--- src/design/tbt_pkg.sv ---
`default_nettype none
package tbt_pkg;

  // Outcome class of an item, settled as early as the pipeline can tell
  typedef enum logic [2:0] {
    K_OK,
    K_REF_ZERO,
    K_THERM_ZERO,
    K_SAT_LOW,
    K_SAT_HIGH
  } kind_e;

  typedef enum logic [1:0] {
    ST_OK         = 2'd0,
    ST_REF_ZERO   = 2'd1,
    ST_THERM_ZERO = 2'd2,
    ST_SATURATED  = 2'd3
  } status_e;

  typedef struct packed {
    logic  valid;
    kind_e kind;
  } side_t;

  // Configuration register indexes
  localparam logic [1:0] CFG_REFERENCE_OHMS = 2'd0;
  localparam logic [1:0] CFG_BETA_KELVIN    = 2'd1;
  localparam logic [1:0] CFG_R_INFINITY     = 2'd2;

  localparam int unsigned NORM_W = 64;  // normalizer word
  localparam int unsigned Z_W    = 6;   // leading-zero count
  localparam int unsigned TAB_W  = 29;  // log2 table entry, Q28 up to 1.0
  localparam int unsigned LOG_W  = 35;  // log2 result, Q28 with 7 integer bits
  localparam int unsigned REM_W  = 53;  // divider partial remainder
  localparam int unsigned Q_W    = 18;  // quotient bits, centikelvin

  localparam logic [29:0] LN2_Q30 = 30'd744261118;
  localparam logic signed [17:0] TEMP_MAX = 18'sd100000;
  localparam logic signed [17:0] ABS_ZERO = 18'sd27315;
  localparam logic [Q_W-1:0] CK_MAX = 18'd127315;

  // log2(1 + i / 2^bits) in Q28 by repeated squaring of a Q30 value
  function automatic logic [TAB_W-1:0] log2_entry(input int unsigned i,
                                                  input int unsigned bits);
    logic [63:0] y;
    logic [TAB_W-1:0] acc;
    y = (64'd1 << 30) + (64'(i) << (30 - bits));
    acc = '0;
    for (int b = 27; b >= 0; b--) begin
      y = (y * y) >> 30;
      if (y >= (64'd1 << 31)) begin
        y = y >> 1;
        acc[b] = 1'b1;
      end
    end
    if (i >= (32'd1 << bits)) begin
      acc = TAB_W'(1) << 28;
    end
    return acc;
  endfunction

endpackage
`default_nettype wire

--- src/design/tbt_norm_cell.sv ---
`default_nettype none
module tbt_norm_cell #(
  parameter int unsigned SHIFT = 1
) (
  input  wire logic                        clk_i,
  input  wire logic                        en_i,
  input  wire logic [tbt_pkg::NORM_W-1:0]  x_i,
  input  wire logic [tbt_pkg::Z_W-1:0]     z_i,
  output logic      [tbt_pkg::NORM_W-1:0]  x_o,
  output logic      [tbt_pkg::Z_W-1:0]     z_o
);

  logic                       top_zero;
  logic [tbt_pkg::NORM_W-1:0] x_d, x_q;
  logic [tbt_pkg::Z_W-1:0]    z_d, z_q;

  // Shift left when the top SHIFT bits are all clear
  always_comb begin
    top_zero = (x_i[tbt_pkg::NORM_W-1 -: SHIFT] == '0);
    x_d = top_zero ? (x_i << SHIFT) : x_i;
    z_d = top_zero ? (z_i + tbt_pkg::Z_W'(SHIFT)) : z_i;
  end

  always_ff @(posedge clk_i) begin
    if (en_i) begin
      x_q <= x_d;
      z_q <= z_d;
    end
  end

  assign x_o = x_q;
  assign z_o = z_q;

endmodule
`default_nettype wire

--- config.mk ---
export PLATFORM = sky130hd
export DESIGN_NAME = tbt_norm_cell
export DESIGN_NICKNAME = d
export VERILOG_FILES = /design/src/design/tbt_pkg.sv /design/src/design/tbt_norm_cell.sv
export SDC_FILE = /design/constraint.sdc
export NUM_CORES = 1
export LEC_CHECK = 0
export BUFFER_PORTS_ARGS = -buffer_cell sky130_fd_sc_hd__buf_2
export CAP_MARGIN = 20
export CORE_ASPECT_RATIO = 0.6
export CORE_MARGIN = 5
export CORE_UTILIZATION = 46
export DETAILED_ROUTE_END_ITERATION = 16
export GPL_ROUTABILITY_DRIVEN = 0
export HOLD_SLACK_MARGIN = 0.02
export PLACE_DENSITY = 0.77
export SLEW_MARGIN = 20
export SYNTH_ARGS = -nofsm -noshare
export SYNTH_HDL_FRONTEND = slang
export SYNTH_SLANG_ARGS = --single-unit
--- constraint.sdc ---
create_clock -name clk_i -period 1.7 [get_ports clk_i]
set_input_delay 0.51 -clock clk_i [delete_from_list [all_inputs] [get_ports clk_i]]
set_output_delay 0.51 -clock clk_i [all_outputs]
set_load 0.02 [all_outputs]
======== After elaboration in Yosys (flattened, before gate mapping) ========
Index checks and enable logic that the tools add are counted.
word-level totals
  flip-flop bits (word level) ............. 70
  input bits .............................. 72
  output and inout port bits .............. 70
  word-level logic and storage cells ...... 7
operators by class
  $add $sub $neg .......................... 1
  multiplexer cells ....................... 2
operators by type and width
  cell                 number
  $mux 63              1
  $add 6x1->6 const B  1
  $mux 6               1

======== Longest topological paths before layout ========
  depth in word-level cells ............... 2
  gate-level depth with buffers ........... 5

======== Worst setup path after synthesis ========
Ideal clock, no wire load.
  path type ............................... input-to-reg
  start point ............................. input port x_i[63] in the netlist's numbering
  end point ............................... register x_q (netlist bit x_o[56]) (data pin)
  setup time .............................. 0.260 ns
  data arrival time ....................... 1.160 ns
  data required time ...................... 1.440 ns
  slack ................................... 0.280 ns
  stages .................................. 4
  path buffers ............................ 3
  cell sequence ........................... buf_6 > buf_6 > buf_6 > mux2_2
on the way
  word-level cells in the longest chain between the ends .. 1
RTL lines
  what                  RTL line             text
  start, declared       tbt_norm_cell.sv:7   input wire logic [tbt_pkg::NORM_W-1:0] x_i,
  $mux 63               tbt_norm_cell.sv:20  x_d = top_zero ? (x_i << SHIFT) : x_i;
  via x_d (one bit)     tbt_norm_cell.sv:14  logic [tbt_pkg::NORM_W-1:0] x_d, x_q;
  end signal, assigned  tbt_norm_cell.sv:26  x_q <= x_d;
  end, declared         tbt_norm_cell.sv:14
The timed path passes the listed nets, and every way through them passes these cells.
A chain may end at the register's enable or synchronous reset.

======== Worst setup path after layout ========
  start point ............................. register x_q (netlist bit x_o[6])
  end point ............................... output port x_o[6] in the netlist's numbering
RTL lines
  what           RTL line            text
  end, declared  tbt_norm_cell.sv:9  output logic [tbt_pkg::NORM_W-1:0] x_o,
No word-level cell between the ends.

==> summary.md <==
| Metric | Value |
|---|---|
| Worst-path clk slew | 70 ps |
| Post-Syn Nets | 227 |
| Worst Setup Path Type | register to output port |
| Setup WS post-layout | 304.9 ps |
| Port Buffer Count | 141 |
| Flop pwr share | 54.7% |
| Pins Over Slew Limit | 0 |
| DIE AREA | 8260 sq um |
| Final Hold Viols | 0 |
| PostCTS Resize Cnt | 0 |
| Initial antenna violation count | 0 |
| Relative slew slack | 75.13% |
| Average size of a mapped cell | 19.40 sq um |
| Ys async rst share | 0% |
| Post-Place Cell Area | 3800 sq um |
| Setup crit end kind | output port |
| Core area | 6221 sq um |
| #FFs+latches synth | 70 |
| Worst vdd ir | 0.0005465 V |
| Routed WL | 6388 microns |
| Gr usage total | 15.35% |
| Final ANT Viol Nets | 0 |
| Fin nets | 374 |
| Switching part of the total power | 25.79% |
| DIE WIDTH | 114.0 microns |
| Unique masters post-synth | 14 |
| Status | complete, no violations |
| Crit-path cells | buf_2 |
| RSZ-0062 raised after global routing | false |
| Final Non-Filler Cells | 390 |
| CTS tree | done |
| Postcts setup bufs | 0 |
| Gate power share | 17.8% |
| Largest net degree at the start of global routing | 71 |
| First-pass GRT wire length | 9542 microns |
| Via count | 1876 |
| Top FF cell, synth | edfxtp_1 |
| Root Driver | clkbuf_8 |
| Max Fclk | 716.8 MHz |
| Area added between synthesis and finish | 32.41% |
| Fin crit period | 1395 ps |
| PD cells | 982.4 nW/um^2 |
| Sequential area share after synthesis | 70.35% |
| Drt pass-1 iters | 4 |
| Tightest Hold Check Type | primary input to register |
| Sum of buffers and inverters on the critical path | 1 |
| Pre-CTS setup slack | 176.8 ps |
| Setup TNS | 0 ps |
| Synth warn | 0 |
| Top Ports | 142 |
| Cell area after layout | 3956 sq um |
| CTS Hold Bufs | 0 |
| Share of layout cells above drive strength 1 | 72.55% |
| Yosys top cell area share | 70.35% |
| Worst EP arrival | 890 ps |
| Clock sinks | 70 |
| Slew @ Worst Pin | 373.1 ps |
| Row count | 22 |
| Die height | 72.43 microns |
| Top-count cell post-synth | edfxtp_1 |
| CP Max Fanout | 1 |
| Number of synthesized flops with an enable pin | 70 |
| Via density | 4.810 |
| Synth cell count leaders | edfxtp_1 (70), mux2_2 (63), buf_2 (5) |
| Placed instance count | 374 |
| Top post-synthesis cells by area | edfxtp_1 (70%), mux2_2 (24%), xnor2_1 (1.2%) |
| Lkg Pwr | 1.643 nW |
| Post-Synthesis Cells | 154 |
| H-Tree Depth | 3 |
| Startpoint class of the critical path | register |
| Peak per-stage delay on the critical path | 390 ps |
| Antenna diode count | 0 |
| Final setup fails | 0 |
| Cell family with most CP delay | flip-flops |
| Psw | 1.002 mW |
| Highest-delay cell along the critical path | edfxtp_1 |
| Synth Cell Area | 2988 sq um |
| Wire per inst | 16.38 microns |
| Max Root-Sink Buffers | 2 |
| Starting density of the core | 48.03% |
| Clock Power Share | 27.5% |
| Post-synth top area cell | edfxtp_1 |
| Vias in the first global route | 1948 |
| Hpwl dp | 4774 microns |
| Core Util, Final | 63.60% |
| Max-Cap Viols | 0 |
| Crit share post-route | 82.06% |
| Initial DRC Count | 56 |
| CP Data Required Time | 1190 ps |
| CTS buffer count | 9 |
| Number of remaining DRC errors | 0 |
| Internal power | 2.884 mW |
| GR Overflow Total | 0 |
[kinds of logic (layout without fill, tap and decap cells)]
kind of cell / Yosys count / after routing / share of synthesized area [%]
and+or+nand+nor: 7 / 7 / 2.052
xor gates and xnor gates: 5 / 5 / 1.466
muxes: 63 / 63 / 23.74
adders and majority gates: 1 / 1 / 0.4187
DFF: 70 / 70 / 70.35
buffers and inverters: 8 / 160 / 1.968
[metrics by stage]
step / total power [mW] / hold slack [ps]
finish: 3.887 / 471.3
global route: 4.076 / 444.9
CTS: 3.949 / 440.3
detailed placement: 2.863 / 797.3
global placement: 2.847 / 800.4
floorplan: 2.546 / 622.5
[cells in the final DEF (no fill, tap or decap), types with 2 or more instances in the layout]
cell type,synthesis,final
buf_2,5,141
edfxtp_1,70,70
xnor2_1,4,4
clkinv_1,0,3
clkinv_2,0,2
clkbuf_8,0,9
mux2_2,63,63
buf_12,0,3
[layout make-up]
type | count | area [sq um]
multi-input combinational | 76 | 827.0
clock buffer | 10 | 127.6
sequential | 70 | 2102
timing repair buffer | 144 | 765.7
fill | 493 | 2265
tap | 84 | 105.1
clock inverter | 6 | 28.78
[flip-flops by register name, summed over array words and instances (netlist names)]
signal and count:
x_o 64, z_o 6
[per-layer routing]
layer  share of wire, %  vias to the layer above  global-route usage, %
li1                   -                      901                      -
met1                 40                      886                  17.82
met2                 47                       84                  24.71
met3                 12                        5                  7.833
met4               0.69                        0                  5.534
met5                  0                        -                      0
[power groups by stage]
stage / clock network [mW] / registers (mW) / logic [mW]
after floorplan: 0 / 2.37 / 0.172
after global placement: 0 / 2.16 / 0.690
after detailed placement: 0 / 2.16 / 0.700
after CTS: 1.12 / 2.13 / 0.702
after global routing: 1.19 / 2.14 / 0.740
final: 1.07 / 2.13 / 0.693
[worst paths after layout]
path / from / to / slack, ps / cells after the start
worst max-delay path: x_o[6] / x_o[6] / 300 / 1
worst min-delay path: x_i[62] / x_o[63] / 470 / 2
Note: power is estimated with default switching activity, not from simulation.
