<file path="config.mk">
export PLATFORM = sky130hd
export DESIGN_NAME = tbt_div_cell
export DESIGN_NICKNAME = d
export VERILOG_FILES = /design/src/design/tbt_pkg.sv /design/src/design/tbt_div_cell.sv
export SDC_FILE = /design/constraint.sdc
export NUM_CORES = 1
export LEC_CHECK = 0
export BUFFER_PORTS_ARGS = -buffer_cell sky130_fd_sc_hd__buf_2
export CAP_MARGIN = 0
export CORE_UTILIZATION = 35
export CTS_CLUSTER_DIAMETER = 60
export CTS_CLUSTER_SIZE = 14
export DETAILED_ROUTE_END_ITERATION = 10
export PLACE_DENSITY = 0.56
export SLEW_MARGIN = 20
export SYNTH_ARGS = -nofsm -noshare
export SYNTH_HDL_FRONTEND = slang
export SYNTH_SLANG_ARGS = --single-unit
</file>
<file path="constraint.sdc">
create_clock -name clk_i -period 1.1 [get_ports clk_i]
set_input_delay 0.33 -clock clk_i [delete_from_list [all_inputs] [get_ports clk_i]]
set_output_delay 0.33 -clock clk_i [all_outputs]
set_load 0.01 [all_outputs]
</file>
<file path="src/design/tbt_pkg.sv">
`default_nettype none
package tbt_pkg;

  // Outcome class of an item, settled as early as the pipeline can tell
  typedef enum logic [2:0] {
    K_OK,
    K_REF_ZERO,
    K_THERM_ZERO,
    K_SAT_LOW,
    K_SAT_HIGH
  } kind_e;

  typedef enum logic [1:0] {
    ST_OK         = 2'd0,
    ST_REF_ZERO   = 2'd1,
    ST_THERM_ZERO = 2'd2,
    ST_SATURATED  = 2'd3
  } status_e;

  typedef struct packed {
    logic  valid;
    kind_e kind;
  } side_t;

  // Configuration register indexes
  localparam logic [1:0] CFG_REFERENCE_OHMS = 2'd0;
  localparam logic [1:0] CFG_BETA_KELVIN    = 2'd1;
  localparam logic [1:0] CFG_R_INFINITY     = 2'd2;

  localparam int unsigned NORM_W = 64;  // normalizer word
  localparam int unsigned Z_W    = 6;   // leading-zero count
  localparam int unsigned TAB_W  = 29;  // log2 table entry, Q28 up to 1.0
  localparam int unsigned LOG_W  = 35;  // log2 result, Q28 with 7 integer bits
  localparam int unsigned REM_W  = 53;  // divider partial remainder
  localparam int unsigned Q_W    = 18;  // quotient bits, centikelvin

  localparam logic [29:0] LN2_Q30 = 30'd744261118;
  localparam logic signed [17:0] TEMP_MAX = 18'sd100000;
  localparam logic signed [17:0] ABS_ZERO = 18'sd27315;
  localparam logic [Q_W-1:0] CK_MAX = 18'd127315;

  // log2(1 + i / 2^bits) in Q28 by repeated squaring of a Q30 value
  function automatic logic [TAB_W-1:0] log2_entry(input int unsigned i,
                                                  input int unsigned bits);
    logic [63:0] y;
    logic [TAB_W-1:0] acc;
    y = (64'd1 << 30) + (64'(i) << (30 - bits));
    acc = '0;
    for (int b = 27; b >= 0; b--) begin
      y = (y * y) >> 30;
      if (y >= (64'd1 << 31)) begin
        y = y >> 1;
        acc[b] = 1'b1;
      end
    end
    if (i >= (32'd1 << bits)) begin
      acc = TAB_W'(1) << 28;
    end
    return acc;
  endfunction

endpackage
`default_nettype wire

</file>
<file path="src/design/tbt_div_cell.sv">
`default_nettype none
module tbt_div_cell #(
  parameter int unsigned BIT = 0
) (
  input  wire logic                       clk_i,
  input  wire logic                       rst_ni,
  input  wire logic                       en_i,
  input  wire tbt_pkg::side_t             side_i,
  input  wire logic [tbt_pkg::REM_W-1:0]  rem_i,
  input  wire logic [tbt_pkg::Q_W-1:0]    quo_i,
  input  wire logic [tbt_pkg::LOG_W-1:0]  den_i,
  output tbt_pkg::side_t                  side_o,
  output logic      [tbt_pkg::REM_W-1:0]  rem_o,
  output logic      [tbt_pkg::Q_W-1:0]    quo_o,
  output logic      [tbt_pkg::LOG_W-1:0]  den_o
);

  logic [tbt_pkg::REM_W-1:0] shifted, rem_d, rem_q;
  logic [tbt_pkg::Q_W-1:0]   quo_d, quo_q;
  logic [tbt_pkg::LOG_W-1:0] den_q;
  logic                      valid_q;
  tbt_pkg::kind_e            kind_q;
  logic                      take;

  // One restoring step: subtract the shifted divisor when it fits
  always_comb begin
    shifted = tbt_pkg::REM_W'(den_i) << BIT;
    take    = (rem_i >= shifted);
    rem_d   = take ? (rem_i - shifted) : rem_i;
    quo_d   = quo_i;
    quo_d[BIT] = take;
  end

  always_ff @(posedge clk_i or negedge rst_ni) begin
    if (!rst_ni) begin
      valid_q <= 1'b0;
    end else if (en_i) begin
      valid_q <= side_i.valid;
    end
  end

  always_ff @(posedge clk_i) begin
    if (en_i) begin
      kind_q <= side_i.kind;
      rem_q  <= rem_d;
      quo_q  <= quo_d;
      den_q  <= den_i;
    end
  end

  assign side_o = '{valid: valid_q, kind: kind_q};
  assign rem_o  = rem_q;
  assign quo_o  = quo_q;
  assign den_o  = den_q;

endmodule
`default_nettype wire

</file>
# Word level (Yosys, flattened, before mapping)
# Index checks and enable logic that the tools add are counted.
[totals]
regBits = 110
latchBits = 0
ram_bits = 0
mem_bits_ro = 0
input_bits = 113
out_inout_bits = 110
wordCells = 8
mem_count = 0
[op_classes]
n_addsub = 1
n_mul = 0
div_mod_pow = 0
n_lt_le_gt_ge = 1
n_eq_ne = 0
shifts = 0
mux = 1
n_bitwise = 0
n_reduce_logical = 0
[ops]
columns = ["cell", "n"]
rows = [
  ["$ge A53 B35 Y1", 1],
  ["$mux W53", 1],
  ["$sub A53 B35 Y53", 1],
]

# Logic depth before layout (Yosys ltp)
# Gate-level depths: netlist (run 1).
[depth]
depth_word = 2
depth_mapped = 12
depth_no_buf = 11

# Least setup slack after synthesis (run 1)
# OpenSTA, ideal clock, no wires.
[synth_timing]
path_kind = "in2reg"
start = "input rem_i[0] (netlist name)"
end = "register rem_q, in the netlist rem_o[26], data pin"
setup_ns = 0.258
arrival_time_ns = 2.371
required_time_ns = 0.842
setup_slack_ns = -1.529
stages = 11
path_buffers = 0
cell_sequence = "inv_1 ha_1 fa_1 nor2b_1 o31a_1 o21ai_1 a31oi_1 or3b_1 o21ai_0 xnor2_1 a21oi_1"
[synth_between]
elab_chain_cells = 2
word_cells_on_any_way = 3
classes_between = "add/sub (1); order compare (1); mux (1)"
[synth_rtl]
columns = ["element", "line_no", "text"]
rows = [
  ["start, declared", "tbt_div_cell.sv:9", "input wire logic [tbt_pkg::REM_W-1:0] rem_i,"],
  ["$sub A53 B35 Y53 or $ge A53 B35 Y1 (tied branches)", "tbt_div_cell.sv:29, tbt_div_cell.sv:28", ""],
  ["$mux W53 (*)", "tbt_div_cell.sv:29", "rem_d = take ? (rem_i - shifted) : rem_i;"],
  ["net rem_d, one bit", "tbt_div_cell.sv:18", "logic [tbt_pkg::REM_W-1:0] shifted, rem_d, rem_q;"],
  ["end signal, assigned", "tbt_div_cell.sv:45", "rem_q <= rem_d;"],
  ["end, declared", "tbt_div_cell.sv:18", ""],
]
# The timed path passes the listed nets; every way through them passes the cells marked *.
# A chain may end at the register's enable or synchronous reset.

# Worst setup path after layout (run 1)
[layout_timing]
start = "input rem_i[18] (netlist name)"
end = "register rem_q, in the netlist rem_o[51], data pin"
# The elaborated chain is that of the path after synthesis.

==> metrics, run 1 <==
Syn Nets 753; Final #Nets 1176; placement-stage cell area 9338 µm²; post-synth cell types 67; top area cells in the synthesized netlist edfxtp_1, ha_1, a21oi_1, xnor2_1, nor2_1; Mapped Area 6456 µm²; clock root cell clkbuf_16; Rows 49; final worst slack -1348 ps; Initial Util 35.82%; Max Fclk 408.5 MHz; Num CTS Buffers 9; core area 18020 µm²; Critical Path End Type flip-flop; LEAKAGE 4.761 nW; Remaining DRCs 0; cells along the critical path buf_4 > ha_4 > buf_4 > nand2_1 > nor2_1 > a22oi_2 > nor2b_4 > o21a_4 > o211ai_2 > or4b_4 > xnor2_2; Placer Congestion 0.8929; clock slew at reported path FFs 80 ps; Inserted Diodes 0; Ports 223; Period minus WS final 2448 ps; ys flop type edfxtp_1; ys async rst share 0.9091%; vias 6219; first-pass GRT wire length 31320 µm; Worst Max-Slew Pin Slew 483.1 ps; VDD IR max 0.9484 mV; CTS tree yes; Slew Limit Fails 0; P per Cell Area 1173 nW/µm²; most common cell in the netlist edfxtp_1; fillers 1520; Arr. time, crit path 2570 ps; initial drt markers 289; top-area cell type share of the netlist area 50.70%; drt total wl 20810 µm; Mean Syn Cell Area 10.69 µm²; Mapped Cells 604; Seq/Total Area, Yosys 51.09%; Final Skew 0 ps; delay-heaviest family, CP simple AND/OR/NAND/NOR gates; drt first pass iters 5; Critical path buffers and inverters 2; Final Hold Viols 0; Tot GR Track Use 21.65%; Area Overhead vs Synth 69.23%; DRT antenna net count 0; H-tree depth 3; share of layout cells above drive strength 1 59.98%; Slew headroom 67.50%; Skew-Pair Late Insertion Delay 350 ps; final number of setup-violating endpoints 164; gr ovfl total 0; status complete, but fails checks; maximum clock insertion buffer count 2; YS warnings 0; critical path's slowest cell or4b_4; max-cap check violation count 0; final instance area 10930 µm²; Post-Place Setup Slack -1912 ps; Top cell by count, worst path buf_4; CP Launch Type input pin; I/O Buffers 221; CP max stage delay 510 ps; largest net degree at the start of global routing 49; Die Area 18990 µm²; register bit total from synthesis 110; Die Ht 137.8 µm; area leader, netlist edfxtp_1; crit share post-route 222.5%; Critical Path RT 1220 ps; number of synthesized flops with an enable pin 109; Vias per Instance 4.932; failing checks negative setup slack; DR WL/cell 16.50 µm; largest fanout on the critical path 6; initial antenna violation count 0; Die Wd 137.8 µm; dpl hpwl 15640 µm; most frequent cells after synthesis edfxtp_1, a21oi_1, nor2_1; HP Class in2reg; RSZ-0062 raised after global routing true; CTS Sinks 110; number of global-route vias before repair 6429; crit path kind in2reg
## metal layers
layer | up-vias | global-route usage (%) | share of wire (%)
met4 | 2 | 7.609 | 1.8
met1 | 2950 | 25.92 | 43
met2 | 183 | 39.17 | 51
li1 | 3060 | - | -
met3 | 24 | 2.943 | 4.4
met5 | - | 1.944 | 0.067
## where the power goes
part           internal (mW)  leakage (nW)  switching [mW]
Combinational           2.22          3.54            2.08
Clock                   1.58         0.139            1.65
Sequential              5.16          1.08           0.121
Total                   8.96          4.76            3.85
## logic make-up after synthesis
kind of cell,after synthesis,share of synthesized area [%]
AND/OR/NAND/NOR,187,14.34
multiplexers,12,2.287
adder cells (fa/ha/maj),36,7.093
XOR/XNOR,47,6.492
buffers and inverters,63,4.263
AO/OA/AOI/OAI,149,14.44
flip-flops,110,51.09
## flip-flops by register name, indices dropped and copies added, names as in the netlist
register,count
valid_q,1
den_o,35
quo_o,18
kind_q,3
rem_o,53
## cell type report
class                           instances  area, µm²  share of cell area (%)
Inverter                               42      180.2                   1.649
Clock buffer                           10      229.0                   2.096
Timing Repair Buffer                  433       3065                   28.06
Multi-Input combinational cell        431       3815                   34.92
Clock inverter                          6      51.30                  0.4695
Sequential cell                       110       3298                   30.19
Tap cell                              229      286.5                   2.623
## what timing repair did
item                                   CTS  global route
gates cloned                             2             0
pin swaps                               45            23
setup buffers                           26            15
gates resized for setup                184            43
setup endpoints to repair              164           164
endpoints found under the hold margin    1             0
hold buffers                             1             0
## through the flow
step           util [%]  cells  hold WS [ps]  TNS (ps)  power, mW
2_1_floorplan         -    604         34.41    -69650      7.098
3_3_place_gp      51.80   1204         104.8    -91050      8.846
3_5_place_dp      51.80   1204         107.8    -92490      8.899
4_1_cts           59.14   1249         126.8    -74730      12.68
5_1_grt           60.61   1261         126.0    -85680      13.39
6_report          60.61   1261         139.8    -77360      12.81
## final timing paths
path                                start         to  slack [ps]  depth (start not counted)
worst max-delay path            rem_i[18]  rem_o[51]       -1350                         11
max in group asynchronous          rst_ni    valid_q         750                          2
worst min-delay path            den_i[13]  den_o[13]         140                          1
worst max register to register    valid_q    valid_q         360                          1
min in group asynchronous          rst_ni    valid_q         270                          2
worst min register to register    valid_q    valid_q         520                          1
## layout by cell type, fill, tap and decap left out, types with 12 or more instances in the layout
| cell type | count |
|---|---|
| a21oi_2 | 26 |
| edfxtp_1 | 109 |
| ha_4 | 25 |
| buf_2 | 193 |
| a21oi_1 | 43 |
| buf_4 | 190 |
| nor2_1 | 43 |
| xor2_1 | 15 |
| nand4_1 | 12 |
| xnor2_1 | 23 |
| buf_6 | 32 |
| o21ai_0 | 13 |
| nand2_1 | 35 |
| inv_1 | 24 |
Power figures use the tool's default switching activity.
==> run 2: changes to the inputs <==
==> config.mk (replaced) <==
export PLATFORM = sky130hd
export DESIGN_NAME = tbt_div_cell
export DESIGN_NICKNAME = d
export VERILOG_FILES = /design/src/design/tbt_pkg.sv /design/src/design/tbt_div_cell.sv
export SDC_FILE = /design/constraint.sdc
export NUM_CORES = 1
export LEC_CHECK = 0
export CAP_MARGIN = 0
export CORE_UTILIZATION = 35
export CTS_CLUSTER_DIAMETER = 60
export CTS_CLUSTER_SIZE = 14
export DETAILED_ROUTE_END_ITERATION = 10
export DONT_BUFFER_PORTS = 1
export PLACE_DENSITY = 0.46
export SLEW_MARGIN = 0
export SYNTH_ARGS = -nofsm -noshare
export SYNTH_HDL_FRONTEND = slang
export SYNTH_SLANG_ARGS = --single-unit
==> metrics, run 2 (synthesis results as in run 1) <==
status complete, but fails checks; failing checks negative setup slack; Die Area 18990 µm²; drt total wl 19270 µm; Slew headroom 71.97%; VDD IR max 0.7508 mV; CTS tree yes; Slew Limit Fails 0; vias 5218; Area Overhead vs Synth 47.77%; share of layout cells above drive strength 1 48.06%; Final Skew 0 ps; most frequent cells in the layout buf_4, edfxtp_1, nor2_1; dpl hpwl 14280 µm; crit share post-route 211.2%; number of global-route vias before repair 5236; combinational power share 25.2%; Tot GR Track Use 19.69%; Die Wd 137.8 µm; P_sw 3.534 mW; total power 11.96 mW; Vias per Instance 5.202; Seq pwr share 46.9%; largest fanout on the critical path 4; drt first pass iters 5; DRT antenna net count 0; LEAKAGE 3.653 nW; Skew-Pair Late Insertion Delay 350 ps; routed wl met2 9768 µm; dpl cells 949; top layer used by detailed routing met4; Inserted Diodes 0; crit path kind in2reg; Arr. time, crit path 2440 ps; Critical Path RT 1220 ps; core area 18020 µm²; WL met1 7922 µm; Critical Path End Type flip-flop; fillers 1609; initial antenna violation count 0; Ports 223; clock slew at reported path FFs 90 ps; gr ovfl total 0; largest net degree at the start of global routing 111; CP Launch Type input pin; Cell Int Power 8.426 mW; Max Fclk 430.5 MHz; I/O Buffers 0; Final #Nets 918; Placer Congestion 0.8787; DR WL/cell 19.21 µm; final worst slack -1223 ps; Num CTS Buffers 9; Clk pwr share 27.9%; met3 wire length 1207 µm; H-tree depth 3; Worst Max-Slew Pin Slew 416.1 ps; RSZ-0062 raised after global routing true; Remaining DRCs 0; Sw Share 29.55%; initial drt markers 199; Initial Util 35.82%; non-filler cells, final 1003; Rows 49; first-pass GRT wire length 27970 µm; most common cell after layout, fill and taps aside buf_4; Period minus WS final 2323 ps; max FFs per register 53; CTS Sinks 110; Final Hold Viols 0; final number of setup-violating endpoints 163; maximum clock insertion buffer count 2; HP Class in2reg; P per Cell Area 1254 nW/µm²; max-cap check violation count 0; clock root cell clkbuf_16; Die Ht 137.8 µm
[run 2: final cells by class]
type	count	area [µm²]	share of cell area, %
multi-input cells	431	3897	40.85
flip-flops and latches	110	3298	34.57
repair buffers	175	1544	16.18
well taps	229	286.5	3.003
clock buffers	9	225.2	2.361
inverters	42	211.5	2.216
clock inverters	7	77.57	0.8131
[run 2: what timing repair did]
item,in CTS,in global routing
buffers inserted,22,18
cloned,3,1
pin swaps,44,38
hold buffers,1,0
endpoints found under the setup margin,164,164
gates resized for setup,124,104
endpoints found under the hold margin,1,0
[run 2: critical path, cell delays in order]
cell and delay, ps:
inv_8 10, ha_4 260, nand4_1 180, nor4_2 280, buf_4 160, nand4_1 150, a21oi_2 280, o211ai_4 130
or4b_4 510, xnor2_2 140
[run 2: layer usage]
| metal | track usage, % | up-vias |
|---|---|---|
| li1 | - | 2545 |
| met1 | 22.96 | 2476 |
| met2 | 34.39 | 175 |
| met3 | 4.783 | 22 |
| met4 | 8.031 | 0 |
| met5 | 0 | - |
[run 2: power groups by stage]
stage | clock network, mW | registers (mW) | logic [mW]
final | 3.33 | 5.61 | 3.02
after global routing | 3.56 | 5.67 | 3.25
after CTS | 3.42 | 5.63 | 2.73
after detailed placement | 0 | 5.72 | 2.31
after global placement | 0 | 5.72 | 2.30
after floorplan | 0 | 5.62 | 1.47
[run 2: per-stage QoR]
stage / util [%] / hold slack, ps / instance area, µm² / TNS (ps) / worst slack [ps]
floorplan: - / 34.41 / 6739 / -69650 / -1409
global placement: 43.89 / 34.44 / 7911 / -88470 / -1737
detailed placement: 43.89 / 34.44 / 7911 / -88060 / -1722
CTS: 49.92 / 40.86 / 8997 / -65670 / -1219
global route: 52.93 / 35.65 / 9540 / -69560 / -1281
finish: 52.93 / 47.58 / 9540 / -62800 / -1223
[run 2: path summary, 6_finish.rpt]
check / start / to / slack [ps] / depth (start not counted)
max: den_i[16] / rem_o[51] / -1220 / 10
max in group asynchronous: rst_ni / valid_q / 820 / 1
min reg2reg: valid_q / valid_q / 580 / 1
max reg2reg: valid_q / valid_q / 310 / 1
min in group asynchronous: rst_ni / valid_q / 180 / 1
min: den_i[11] / den_o[11] / 50 / 0
==> run 3: changes to the inputs <==
--- a/config.mk
+++ b/config.mk
@@ -11,6 +11,7 @@
 export CTS_CLUSTER_SIZE = 14
 export DETAILED_ROUTE_END_ITERATION = 10
 export DONT_BUFFER_PORTS = 1
+export MAX_ROUTING_LAYER = met4
 export PLACE_DENSITY = 0.46
 export SLEW_MARGIN = 0
 export SYNTH_ARGS = -nofsm -noshare
==> metrics, run 3 (synthesis results as in run 1) <==
Skew-Pair Late Insertion Delay 350 ps; vias 5178; RSZ-0062 raised after global routing true; max-cap check violation count 0; Die Wd 137.8 µm; non-filler cells, final 989; worst r2r dst valid_q; final core utilization 50.99%; Seq pwr share 46.6%; core area 18020 µm²; Slew headroom 72.67%; Final #Nets 904; total power 12.04 mW; Sw Share 27.63%; HP Class in2reg; status complete, but fails checks; CTS Sinks 110; failing checks negative setup slack; Num CTS Buffers 9; largest fanout on the critical path 4; crit path kind in2reg; Die Area 18990 µm²; Slew Limit Fails 0; P_sw 3.326 mW; worst r2r src valid_q; drt total wl 18690 µm; final worst slack -1245 ps; maximum clock insertion buffer count 2; CP max stage delay 300 ps; reg-to-reg setup timing slack 310 ps; DRT antenna net count 0; Inserted Diodes 0; max FFs per register 53; dpl hpwl 14250 µm; Post-Place Setup Slack -1746 ps; placement-stage cell area 7874 µm²; Critical Path RT 1200 ps; Tot GR Track Use 19.72%; drt first pass iters 4; most common cell after layout, fill and taps aside buf_4; cells along the critical path inv_4 > ha_4 > nand4_1 > nor4_2 > buf_4 > nand4_1 > and3_4 > and2b_4 > o21ai_4 > buf_12 > buf_8 > mux2_4; CTS tree yes; most frequent cells in the layout buf_4, edfxtp_1, nand2_1; Max Fclk 426.5 MHz; Area Overhead vs Synth 42.36%; Final Skew 0 ps; Vias per Instance 5.236; total negative slack -63290 ps; Die Ht 137.8 µm; Critical Path End Type flip-flop; Worst R2R Path Depth 1; final hold slack 53.19 ps; number of global-route vias before repair 5201; Period minus WS final 2345 ps; Initial Util 35.82%; initial antenna violation count 0; Worst Max-Slew Pin Slew 405.7 ps; combinational power share 23.1%; I/O Buffers 0; gr ovfl total 0; hold depth 0; Remaining DRCs 0; critical path's slowest cell nor4_2; P per Cell Area 1310 nW/µm²; Cell Int Power 8.712 mW; Rows 49; Ports 223; VDD IR max 0.8059 mV; dpl cells 944; clock root cell clkbuf_16; initial drt markers 208; Clk pwr share 30.3%; share of layout cells above drive strength 1 45.13%; Arr. time, crit path 2450 ps; final instance area 9191 µm²; clock slew at reported path FFs 90 ps; final number of setup-violating endpoints 159; H-tree depth 3; Final Hold Viols 0; WHS Endpoint den_o[11]; Top cell by count, worst path nand4_1; LEAKAGE 3.537 nW; min-delay src den_i[11]; crit share post-route 213.1%; DR WL/cell 18.90 µm; CP Launch Type input pin; Placer Congestion 0.8755; largest net degree at the start of global routing 111; first-pass GRT wire length 27480 µm
==> run 3: changes by cell type in the layout (fill, tap and decap cells not counted), moves of 4 or more <==
cell / change
nand3_1: +4
ha_4: -5
buf_6: -14
nand2_4: -5
inv_2: -4
nor2_2: +6
a21oi_2: +5
nand2_1: +5
==> run 3: worst max-delay path: cells and delay by family <==
family / cells / cell delay [ps]
adders and majority gates: 1 / 250
buffers and inverters: 4 / 460
and+or+nand+nor: 5 / 1040
AOI/OAI and AO/OA: 1 / 60
muxes: 1 / 300
==> run 3: area by class of cell <==
cell class	count	area, µm²
fillers	1649	8833
multi-input cells	431	3662
flip-flops and latches	110	3298
repair buffers	161	1411
well taps	229	286.5
clock buffers	9	225.2
inverters	42	205.2
clock inverters	7	102.6
==> run 3: power by group through the flow <==
stage,Clock (mW),Sequential [mW],Combinational (mW)
after floorplan,0,5.62,1.47
after global placement,0,5.72,2.29
after detailed placement,0,5.72,2.30
after CTS,3.75,5.63,2.57
after global routing,3.91,5.67,3.03
final,3.64,5.61,2.78
==> run 3: worst max path at each step <==
stage	from	end	slack (ps)
global route	den_i[20]	rem_o[22]	-1270
global placement	den_i[22]	rem_o[22]	-1750
floorplan	rem_i[0]	rem_o[22]	-1410
detailed placement	den_i[19]	rem_o[9]	-1750
finish	den_i[17]	rem_o[28]	-1240
CTS	den_i[23]	rem_o[3]	-1250
==> run 3: per-layer routing <==
metal | track usage [%] | wire, µm
met1 | 23.02 | 7685
met2 | 34.14 | 9589
met3 | 4.047 | 1181
met4 | 5.556 | 233
met5 | - | 0
==> run 3: repair_timing <==
action | CTS | global route
resized for setup | 102 | 73
gates cloned | 2 | 1
hold buffers | 1 | 0
hold endpoints to repair | 1 | 0
pin swaps | 37 | 18
buffers inserted | 14 | 15
endpoints found under the setup margin | 164 | 164
